--- src/rtl/rag_pkg.sv ---
// Types and constants for the Ricart-Agrawala mutex node.
package rag_pkg;

    localparam int NODE_ID_W = 6;
    localparam int CLOCK_W   = 32;
    localparam int COUNT_W   = 7;
    localparam int QADDR_W   = 4;
    localparam int QDEPTH    = 16;
    localparam int QCNT_W    = 5;

    localparam logic [QCNT_W-1:0]  QLIMIT    = 5'd15;
    localparam logic [COUNT_W-1:0] REPLY_MAX = 7'h7f;

    typedef enum logic [2:0] {
        CMD_REQUEST = 3'd0,
        CMD_REPLY   = 3'd1,
        CMD_WANT    = 3'd2,
        CMD_RELEASE = 3'd3,
        CMD_OTHER   = 3'd4
    } t_cmd;

    localparam logic [1:0] KIND_REQUEST = 2'd0;
    localparam logic [1:0] KIND_REPLY   = 2'd1;
    localparam logic [1:0] KIND_ENTER   = 2'd2;

    localparam logic CFG_MY_NODE    = 1'b0;
    localparam logic CFG_NODE_COUNT = 1'b1;

    typedef enum logic [1:0] {
        MODE_RELEASED = 2'd0,
        MODE_WANTED   = 2'd1,
        MODE_HELD     = 2'd2
    } t_mode;

    typedef enum logic [1:0] {
        ST_IDLE  = 2'd0,
        ST_WALK  = 2'd1,
        ST_DRAIN = 2'd2
    } t_state;

    typedef enum logic [1:0] {
        ACT_NONE  = 2'd0,
        ACT_ONE   = 2'd1,
        ACT_WALK  = 2'd2,
        ACT_DRAIN = 2'd3
    } t_act;

    typedef struct packed {
        logic [2:0]           command;
        logic [NODE_ID_W-1:0] from_node;
        logic [CLOCK_W-1:0]   msg_clock;
    } t_in_item;

    typedef struct packed {
        logic [1:0]           msg_kind;
        logic [NODE_ID_W-1:0] dest_node;
        logic [CLOCK_W-1:0]   out_clock;
        logic                 last;
    } t_out_item;

    typedef struct packed {
        logic accept;
        logic walk_step;
        logic drain_step;
    } t_ctrl_cmd;

    typedef struct packed {
        t_act act;
        logic out_free;
        logic walk_last;
        logic drain_last;
    } t_ctrl_status;

endpackage

--- src/rtl/ricart_agrawala_mutex_node_core.sv ---
// Top level of one Ricart-Agrawala mutual exclusion node.
//
// Input channel (i_in_valid / o_in_stall, i_in_data) takes one transaction per
// command: request or reply arrived, local want, local release, other message.
// Output channel (o_out_valid / i_out_stall, o_out_data) carries the messages
// to send and the enter notice; last marks the final result of a command.
// Configuration: i_cfg_we writes my_node (index 0) or node_count (index 1).
// Timing: a single result appears in the output register in the cycle after the
// command is taken. A want walks the peers, one request per cycle while the
// receiver does not stall, n-1 requests for n live nodes; a release walks the
// deferred queue, one reply per cycle while the receiver does not stall, up to
// 15 replies. A command with no result does not hold the input.
// While a walk runs, o_in_stall stays high. When the receiver stalls, the
// output register holds its result and the walk waits.
// Reset clears the clock, mode, counters and the queue fill count, and sets
// my_node to 0 and node_count to 2; queue contents are not cleared.
module ricart_agrawala_mutex_node_core import rag_pkg::*; #(
    parameter int NODES = 16
) (
    input  logic      i_clk,
    input  logic      i_rst_n,
    input  logic      i_cfg_we,
    input  logic      i_cfg_idx,
    input  logic [6:0] i_cfg_data,
    input  logic      i_in_valid,
    output logic      o_in_stall,
    input  t_in_item  i_in_data,
    output logic      o_out_valid,
    input  logic      i_out_stall,
    output t_out_item o_out_data
);

    t_ctrl_cmd    cmd;
    t_ctrl_status status;

    rag_ctrl u_ctrl (
        .i_clk      (i_clk),
        .i_rst_n    (i_rst_n),
        .i_in_valid (i_in_valid),
        .i_status   (status),
        .o_cmd      (cmd),
        .o_in_stall (o_in_stall)
    );

    rag_dp #(
        .NODES (NODES)
    ) u_dp (
        .i_clk       (i_clk),
        .i_rst_n     (i_rst_n),
        .i_cfg_we    (i_cfg_we),
        .i_cfg_idx   (i_cfg_idx),
        .i_cfg_data  (i_cfg_data),
        .i_in_data   (i_in_data),
        .i_out_stall (i_out_stall),
        .i_cmd       (cmd),
        .o_status    (status),
        .o_out_valid (o_out_valid),
        .o_out_data  (o_out_data)
    );

endmodule

--- src/rtl/rag_ctrl.sv ---
// Sequencer: accepts transactions and steps the request walk and the release drain.
module rag_ctrl import rag_pkg::*; (
    input  logic         i_clk,
    input  logic         i_rst_n,
    input  logic         i_in_valid,
    input  t_ctrl_status i_status,
    output t_ctrl_cmd    o_cmd,
    output logic         o_in_stall
);

    t_state r_state;
    t_state n_state;

    always_ff @(posedge i_clk) begin
        if (!i_rst_n) begin
            r_state <= ST_IDLE;
        end else begin
            r_state <= n_state;
        end
    end

    always_comb begin
        n_state = r_state;
        case (r_state)
            ST_IDLE: begin
                if (i_in_valid && i_status.out_free) begin
                    if (i_status.act == ACT_WALK) begin
                        n_state = ST_WALK;
                    end else if (i_status.act == ACT_DRAIN) begin
                        n_state = ST_DRAIN;
                    end
                end
            end
            ST_WALK: begin
                if (i_status.out_free && i_status.walk_last) begin
                    n_state = ST_IDLE;
                end
            end
            ST_DRAIN: begin
                if (i_status.out_free && i_status.drain_last) begin
                    n_state = ST_IDLE;
                end
            end
            default: n_state = ST_IDLE;
        endcase
    end

    always_comb begin
        o_cmd      = '0;
        o_in_stall = 1'b1;
        case (r_state)
            ST_IDLE: begin
                o_in_stall   = !i_status.out_free;
                o_cmd.accept = i_in_valid && i_status.out_free;
            end
            ST_WALK:  o_cmd.walk_step  = i_status.out_free;
            ST_DRAIN: o_cmd.drain_step = i_status.out_free;
            default: ;
        endcase
    end

endmodule

--- src/rtl/rag_dp.sv ---
// Datapath: Lamport clock, node state, deferred queue, peer walk and output register.
module rag_dp import rag_pkg::*; #(
    parameter int NODES = 16
) (
    input  logic         i_clk,
    input  logic         i_rst_n,
    input  logic         i_cfg_we,
    input  logic         i_cfg_idx,
    input  logic [6:0]   i_cfg_data,
    input  t_in_item     i_in_data,
    input  logic         i_out_stall,
    input  t_ctrl_cmd    i_cmd,
    output t_ctrl_status o_status,
    output logic         o_out_valid,
    output t_out_item    o_out_data
);

    localparam logic [COUNT_W-1:0] NODES_N = COUNT_W'(NODES);

    logic [NODE_ID_W-1:0] r_my_node;
    logic [COUNT_W-1:0]   r_node_count;
    logic [CLOCK_W-1:0]   r_clock,     n_clock;
    t_mode                r_mode,      n_mode;
    logic [CLOCK_W-1:0]   r_stamp,     n_stamp;
    logic [COUNT_W-1:0]   r_reply_cnt, n_reply_cnt;
    logic [QCNT_W-1:0]    r_qcount,    n_qcount;
    logic [QADDR_W-1:0]   r_rd_idx,    n_rd_idx;
    logic [COUNT_W-1:0]   r_id,        n_id;
    logic [COUNT_W-1:0]   r_sent,      n_sent;
    logic                 r_out_valid, n_out_valid;
    t_out_item            r_out_data,  n_out_data;
    logic [NODE_ID_W-1:0] r_rd_data;
    logic [NODE_ID_W-1:0] r_queue [QDEPTH];

    logic [COUNT_W-1:0]   live_n;
    logic [COUNT_W-1:0]   peers;
    logic [CLOCK_W-1:0]   max_clk;
    logic [CLOCK_W-1:0]   raised;
    logic [CLOCK_W-1:0]   bumped;
    logic [COUNT_W-1:0]   reply_inc;
    logic                 defer;
    logic                 enter_now;
    t_act                 act;
    t_out_item            one_item;
    logic [COUNT_W-1:0]   emit_id;
    logic                 walk_last;
    logic                 drain_last;
    logic                 q_we;
    logic                 rd_en;
    logic [QADDR_W-1:0]   rd_addr;

    always_comb begin
        if (r_node_count == '0) begin
            live_n = COUNT_W'(1);
        end else if (r_node_count > NODES_N) begin
            live_n = NODES_N;
        end else begin
            live_n = r_node_count;
        end
        peers     = live_n - COUNT_W'(1);
        max_clk   = (i_in_data.msg_clock > r_clock) ? i_in_data.msg_clock : r_clock;
        raised    = max_clk + CLOCK_W'(1);
        bumped    = r_clock + CLOCK_W'(1);
        reply_inc = (r_reply_cnt != REPLY_MAX) ? r_reply_cnt + COUNT_W'(1) : r_reply_cnt;
        defer     = (r_mode == MODE_HELD) ||
                    ((r_mode == MODE_WANTED) &&
                     ((i_in_data.msg_clock > r_stamp) ||
                      ((i_in_data.msg_clock == r_stamp) &&
                       (i_in_data.from_node > r_my_node))));
        enter_now = (r_mode == MODE_WANTED) && (reply_inc >= peers);

        act      = ACT_NONE;
        one_item = '{msg_kind: KIND_ENTER, dest_node: r_my_node,
                     out_clock: raised, last: 1'b1};
        case (i_in_data.command)
            CMD_REQUEST: begin
                if (!defer) begin
                    act      = ACT_ONE;
                    one_item = '{msg_kind: KIND_REPLY, dest_node: i_in_data.from_node,
                                 out_clock: raised + CLOCK_W'(1), last: 1'b1};
                end
            end
            CMD_REPLY: begin
                if (enter_now) begin
                    act = ACT_ONE;
                end
            end
            CMD_WANT: begin
                if (r_mode == MODE_RELEASED) begin
                    if (peers == '0) begin
                        act                = ACT_ONE;
                        one_item.out_clock = bumped;
                    end else begin
                        act = ACT_WALK;
                    end
                end
            end
            CMD_RELEASE: begin
                if (r_mode == MODE_HELD && r_qcount != '0) begin
                    act = ACT_DRAIN;
                end
            end
            default: act = ACT_NONE;
        endcase

        emit_id    = (r_id == COUNT_W'(r_my_node)) ? r_id + COUNT_W'(1) : r_id;
        walk_last  = (r_sent + COUNT_W'(1)) == peers;
        drain_last = (QCNT_W'(r_rd_idx) + QCNT_W'(1)) == r_qcount;
    end

    always_comb begin
        o_status.act        = act;
        o_status.out_free   = !r_out_valid || !i_out_stall;
        o_status.walk_last  = walk_last;
        o_status.drain_last = drain_last;
    end

    always_comb begin
        n_clock     = r_clock;
        n_mode      = r_mode;
        n_stamp     = r_stamp;
        n_reply_cnt = r_reply_cnt;
        n_qcount    = r_qcount;
        n_rd_idx    = r_rd_idx;
        n_id        = r_id;
        n_sent      = r_sent;
        q_we        = 1'b0;
        rd_en       = 1'b0;
        rd_addr     = '0;
        n_out_valid = r_out_valid && i_out_stall;
        n_out_data  = r_out_data;

        if (i_cmd.accept) begin
            case (i_in_data.command)
                CMD_REQUEST: begin
                    if (defer) begin
                        n_clock = raised;
                        if (r_qcount < QLIMIT) begin
                            q_we     = 1'b1;
                            n_qcount = r_qcount + QCNT_W'(1);
                        end
                    end else begin
                        n_clock = raised + CLOCK_W'(1);
                    end
                end
                CMD_REPLY: begin
                    n_clock = raised;
                    if (r_mode == MODE_WANTED) begin
                        if (enter_now) begin
                            n_mode      = MODE_HELD;
                            n_reply_cnt = '0;
                            n_stamp     = '0;
                        end else begin
                            n_reply_cnt = reply_inc;
                        end
                    end
                end
                CMD_WANT: begin
                    if (r_mode == MODE_RELEASED) begin
                        n_clock     = bumped;
                        n_reply_cnt = '0;
                        n_id        = '0;
                        n_sent      = '0;
                        if (peers == '0) begin
                            n_mode  = MODE_HELD;
                            n_stamp = '0;
                        end else begin
                            n_mode  = MODE_WANTED;
                            n_stamp = bumped;
                        end
                    end
                end
                CMD_RELEASE: begin
                    if (r_mode == MODE_HELD) begin
                        n_clock  = r_clock + CLOCK_W'(2);
                        n_mode   = MODE_RELEASED;
                        n_rd_idx = '0;
                        rd_en    = 1'b1;
                    end
                end
                CMD_OTHER: n_clock = raised;
                default: ;
            endcase
            if (act == ACT_ONE) begin
                n_out_valid = 1'b1;
                n_out_data  = one_item;
            end
        end

        if (i_cmd.walk_step) begin
            n_out_valid = 1'b1;
            n_out_data  = '{msg_kind: KIND_REQUEST, dest_node: emit_id[NODE_ID_W-1:0],
                            out_clock: r_stamp, last: walk_last};
            n_id        = emit_id + COUNT_W'(1);
            n_sent      = r_sent + COUNT_W'(1);
        end

        if (i_cmd.drain_step) begin
            n_out_valid = 1'b1;
            n_out_data  = '{msg_kind: KIND_REPLY, dest_node: r_rd_data,
                            out_clock: r_clock, last: drain_last};
            n_rd_idx    = r_rd_idx + QADDR_W'(1);
            rd_en       = 1'b1;
            rd_addr     = r_rd_idx + QADDR_W'(1);
            if (drain_last) begin
                n_qcount = '0;
            end
        end
    end

    always_ff @(posedge i_clk) begin
        if (!i_rst_n) begin
            r_my_node    <= '0;
            r_node_count <= COUNT_W'(2);
            r_clock      <= '0;
            r_mode       <= MODE_RELEASED;
            r_stamp      <= '0;
            r_reply_cnt  <= '0;
            r_qcount     <= '0;
            r_rd_idx     <= '0;
            r_id         <= '0;
            r_sent       <= '0;
            r_out_valid  <= 1'b0;
        end else begin
            if (i_cfg_we) begin
                case (i_cfg_idx)
                    CFG_MY_NODE:    r_my_node    <= i_cfg_data[NODE_ID_W-1:0];
                    CFG_NODE_COUNT: r_node_count <= i_cfg_data;
                    default: ;
                endcase
            end
            r_clock     <= n_clock;
            r_mode      <= n_mode;
            r_stamp     <= n_stamp;
            r_reply_cnt <= n_reply_cnt;
            r_qcount    <= n_qcount;
            r_rd_idx    <= n_rd_idx;
            r_id        <= n_id;
            r_sent      <= n_sent;
            r_out_valid <= n_out_valid;
        end
    end

    always_ff @(posedge i_clk) begin
        r_out_data <= n_out_data;
        if (q_we) begin
            r_queue[r_qcount[QADDR_W-1:0]] <= i_in_data.from_node;
        end
        if (rd_en) begin
            r_rd_data <= r_queue[rd_addr];
        end
    end

    assign o_out_valid = r_out_valid;
    assign o_out_data  = r_out_data;

endmodule

--- config.mk ---
export PLATFORM = sky130hd
export DESIGN_NAME = ricart_agrawala_mutex_node_core
export DESIGN_NICKNAME = d
export VERILOG_FILES = /design/src/rtl/rag_pkg.sv /design/src/rtl/ricart_agrawala_mutex_node_core.sv /design/src/rtl/rag_ctrl.sv /design/src/rtl/rag_dp.sv
export SDC_FILE = /design/constraint.sdc
export NUM_CORES = 1
export LEC_CHECK = 0
export ABC_AREA = 0
export BUFFER_PORTS_ARGS = -buffer_cell sky130_fd_sc_hd__buf_2
export CAP_MARGIN = 20
export CORE_ASPECT_RATIO = 1.75
export CORE_MARGIN = 2
export CORE_UTILIZATION = 25
export CTS_BUF_LIST = sky130_fd_sc_hd__clkbuf_4
export DETAILED_ROUTE_END_ITERATION = 10
export PLACE_DENSITY = 0.42
export SLEW_MARGIN = 15
export SYNTH_ARGS = -nofsm -noshare
export SYNTH_HDL_FRONTEND = slang
export SYNTH_HIERARCHICAL = 1
export SYNTH_SLANG_ARGS = --single-unit
--- constraint.sdc ---
create_clock -name i_clk -period 5.65 [get_ports i_clk]
set_clock_uncertainty 0.1 [all_clocks]
set_input_delay 0.565 -clock i_clk [delete_from_list [all_inputs] [get_ports i_clk]]
set_output_delay 0.565 -clock i_clk [all_outputs]
set_load 0.02 [all_outputs]
**Word level (Yosys, flattened, before mapping)**

Memory sizes are Yosys's and may differ from the RTL's. A register that Yosys moved wholly into a read port is not among the register bits.
Cells that the tools add are included.

- Bits in registers: 153
- Memory bits (writable): 96
- Output and inout bits: 43
- Memories: 1

Memory list:

| name | depth | bits a word | read ports | clocked after memory_dff | wr ports | line | RTL |
|---|---|---|---|---|---|---|---|
| u_dp.r_queue | 16 | 6 | 1 | 1 | 1 | rag_dp.sv:33 | `logic [NODE_ID_W-1:0] r_queue [QDEPTH];` |

- $add $sub $neg: 12
- $lt $le $gt $ge: 6
- Equality and inequality tests: 24
- Multiplexer cells: 79
- Bitwise gates (word level): 1
- Reductions and logical operators: 46

Operator list:

| kind | number |
|---|---|
| 2-to-1 mux 32 bit | 10 |
| case mux 32 bit (2 select lines) | 2 |
| case mux 32 bit (4 select lines) | 1 |
| 2-to-1 mux 40 bit | 3 |
| adder 32 x 1 -> 32 bit, second input constant | 3 |
| 2-to-1 mux 7 bit | 11 |
| > comparator 32 bit | 2 |
| 2-to-1 mux 41 bit | 1 |
| 2-to-1 mux 39 bit | 1 |
| adder 32 x 2 -> 32 bit, second input constant | 1 |
| == test 32 bit | 1 |
| 2-to-1 mux 5 bit | 6 |
| adder 7 x 1 -> 7 bit, second input constant | 4 |
| 2-to-1 mux 2 bit | 13 |
| 2-to-1 mux 1 bit | 21 |
| 2-to-1 mux 4 bit | 5 |
| nonzero test 2 bit | 8 |
| logical NOT 7 bit | 2 |
| inequality test 2 x 1 -> 1 bit, second input constant | 7 |
| case mux 7 bit (2 select lines) | 1 |
| case mux 2 bit (3 select lines) | 2 |
| AND reduction 4 bit | 3 |
| AND reduction 2 bit | 5 |
| nonzero test 3 bit | 3 |
| 32 further kinds | 52 |

**Depth between registers and ports, before layout**

- Depth after elaboration: 13
- Depth in mapped cells: 26
- Mapped depth without buffers: 20

**Hierarchy**

The synthesis kept the hierarchy.

Modules (own cells, without submodules):

| module | instances | cells an instance | area an instance (µm²) |
|---|---|---|---|
| rag_dp | 1 | 2309 | 18960.7 |
| rag_ctrl | 1 | 14 | 125.1 |

**Least setup slack after synthesis**

OpenSTA, ideal clock, no wires.

- Path kind: register to register
- Start: reg u_dp.r_clock[14]
- End: reg u_dp.r_out_data (netlist bit u_dp/o_out_data[32]) (data pin)
- Library setup time: 279 ps
- Data arrival time: 5598 ps
- Data required time: 5271 ps
- Slack: -328 ps
- Cell stages (with the launch flop): 24
- Path buffers: 4
- Clock period less this slack: 5978 ps
- Path through: dfxtp_1 clkbuf_1 clkinv_1 ha_1 nand4_1 a2111oi_0 o31ai_1 nand2_1 buf_2 buf_1 a21oi_1 inv_1 ha_1 buf_2 nand3_2 or3_1 or4_1 a221o_1 nor4_2 mux2i_1 nand2b_4 o31a_1 o21ai_1 a222oi_1

RTL lines:

| what | line | RTL |
|---|---|---|
| from (decl) | rag_dp.sv:22 | `logic [CLOCK_W-1:0] r_clock, n_clock;` |
| from (signal assigned) | rag_dp.sv:232 | `r_clock <= n_clock;` |
| to (signal assigned) | rag_dp.sv:245 | `r_out_data <= n_out_data;` |
| to (decl) | rag_dp.sv:31 | `t_out_item r_out_data, n_out_data;` |

==> out/qor.yml <==
run_status:
  status: "finished, violations left"
  violations: "negative setup slack"
pwr:
  p_seq_share_pct: 35.9
  power_switching_mw: 2.07
  p_leak_nw: 9.15
  irDropWorstVdd_mv: 0.153
  p_comb_share_pct: 29.9
  power.internal_mw: 3.67
  p_sw_share_pct: 36.0
  powerDensity_mw_per_mm2: 229
  clkPwrFrac_pct: 34.1
  power_mw: 5.73
place:
  io_buffers: 96
  dp_hpwl_mm: 82.9
  place_ws_ns: -0.898
  placedCellCount: 3634
  place_area_mm2: 0.0230
  gp_congestion: 1.01
layout:
  n_fill_cell: 8086
  finalNonFillerCells: 3805
  fin_util_pct: 32.9
  drive_gt1_share_pct: 26.3
  area_growth_pct: 31.0
  final_cell_mix: "buf_4 (345), nand2_1 (268), a21oi_1 (186)"
  final_common_cell: "buf_4"
  finalInstanceArea_mm2: 0.0250
  fin_nets: 2867
logic_synthesis:
  synth_flop_cell: "edfxtp_1"
  synth_edf_count: 141
  synth_nets: 2470
  ys_ff_latch: 255
  synthCells: 2323
  yosysWarnings: 6
  synthArstFlopShare_pct: 0
  ys_seq_area_share_pct: 34.1
  syn_area_per_cell_um2: 8.22
  syn_area_mm2: 0.0191
  ys_types: 91
global_routing:
  grt-ovfl-total: 0
  grt_max_degree: 65
  grt_pass1_wl_mm: 153
  grt_pass1_vias: 20800
  antenna_found_initial: 9
  grt_use_total_pct: 28.0
clocking:
  cts_buffers: 75
  htree_levels: 3
  clk_pin_slew_ns: 0.07
  cts_root_buffer: "clkbuf_4"
  cts_sinks: 255
  cts.path.max_buffers: 3
  worstSkewPairLatency_ns: 0.89
  cts_tree: "done"
timing:
  fin_crit_ns: 5.73
  finalWorstSetupSlack_ns: -0.0755
  worst_slew_pin_slew_ns: 1.16
  hold_viol: 0
  tns_ns: -0.104
  fmax_mhz: 175
  period_share_pct: 101
  hold_ws_ns: 0.0749
  slew_viol_final: 0
  rsz0062_at_grt: "true"
  slew_headroom_pct: 22.5
  finalSetupViolCount: 3
setup_path:
  crit_top_cell: "buf_4"
  worstSetupPathType: "reg2reg"
  startpoint_type: "flop"
  endpoint_kind: "flop"
  crit_slowest_cell: "or4_4"
  max_stage_delay_ns: 0.55
  critical_path_required_ns: 6.22
  arrival_ns: 6.29
  path_max_fanout: 7
  r2r_slack_ns: -0.08
die:
  die_w_um: 213
  die_y_um: 370
  core_area_mm2: 0.0760
  die_area_mm2: 0.0787
  io_pins: 97
  start_util_pct: 25.1
  row_count: 134
drt:
  routed_wl_mm: 110
  drt_pre_antenna_iters: 6
  ant_nets: 0
  drtIter0Drc: 1480
  vias: 21000
  avgViaCountPerCell: 5.51
  drc: 0
  wl_per_cell_um: 28.8
flow_run:
  cap_viol_max_count: 0
worst_hold_path:
  hold_class: "in2reg"
layout make-up:
class / instances / area (um^2) / share of cell area [%]
diodes: 5 / 12.5 / 0.0500
clock buffers: 106 / 796 / 3.18
clock inverters: 31 / 211 / 0.846
inverters: 96 / 385 / 1.54
multi-input cells: 1818 / 12200 / 48.9
flip-flops and latches: 255 / 6520 / 26.1
well taps: 1020 / 1280 / 5.10
repair buffers: 474 / 3570 / 14.3
flip-flops by register name (all words and copies together) (netlist names):
signal and cells:
u_dp/r_queue 96, u_dp/o_out_data 41, u_dp/r_clock 32, u_dp/r_stamp 32, u_dp/r_id 7, u_dp/r_node_count 7, u_dp/r_reply_cnt 7, u_dp/r_sent 7
u_dp/r_my_node 6, u_dp/r_rd_data 6, u_dp/r_qcount 5, u_dp/r_rd_idx 4, u_ctrl/r_state 2, u_dp/r_mode 2, u_dp/o_out_valid 1
logic make-up after synthesis:
logic type               after synthesis  synth area share (%)
AND/OR/NAND/NOR                      882                  23.1
AO/OA/AOI/OAI                        615                  20.2
other                                  1                0.0196
flip-flops                           255                  34.1
adder cells (fa/ha/maj)               93                  6.10
multiplexers                          70                  4.10
XOR/XNOR                             157                  7.20
buffers and inverters                250                  5.13
layer usage:
metal  GRT usage [%]  vias to the layer above  wire (um)
met5           0.255                        -         40
met4            31.0                        6      15100
met3            6.20                      444       6610
met2            48.2                     1003      53500
met1            25.5                    10100      34400
li1                -                     9411          -
cell usage after synthesis, drive strengths merged, types with 42 or more instances:
library cell | count | share of area, %
nand2 | 274 | 5.4
a21oi | 189 | 5.0
nor2 | 173 | 3.4
o21ai | 146 | 3.8
edfxtp | 141 | 22
xnor2 | 123 | 5.6
clkbuf | 119 | 2.3
dfxtp | 114 | 12
ha | 93 | 6.1
inv | 90 | 1.8
nand3 | 90 | 2.4
nand4 | 66 | 2.3
nor3 | 59 | 1.6
mux2i | 50 | 2.6
nor4 | 44 | 1.6
a31oi | 42 | 1.4
power by group through the flow:
stage,clock [mW],sequential (mW),combinational [mW]
2_1_floorplan,0,2.11,0.765
3_3_place_gp,0,2.10,1.58
3_5_place_dp,0,2.10,1.58
4_1_cts,2.03,2.06,1.62
5_1_grt,2.10,2.06,1.81
6_report,1.96,2.06,1.72
timing repair:
action                     4_1_cts  5_1_grt
setup endpoints to repair       35       41
resized for setup               38       81
hold buffers                    13        0
pin swaps                        8       35
hold endpoints to repair        29        0
setup buffers                    4       12
worst paths after layout:
| path | depth (start not counted) | startpoint | to |
|---|---|---|---|
| setup reg to reg | 25 | u_dp/r_clock[25] | u_dp/o_out_data[29] |
| hold / removal | 1 | i_in_data[35] | u_dp/r_queue[13][3] |
| setup / recovery | 25 | u_dp/r_clock[25] | u_dp/o_out_data[29] |
| hold reg to reg | 2 | u_dp/r_stamp[17] | u_dp/r_stamp[17] |
worst max-delay path: cells and delay by family (launching register included):
kind                       cells  cell delay (ns)
muxes                          1             0.13
buffers and inverters          7             1.14
and+or+nand+nor               10             2.07
AOI/OAI and AO/OA              5             1.14
DFF                            1             0.39
adders and majority gates      2             0.54
No activity file was read; power rests on OpenSTA's default activity.
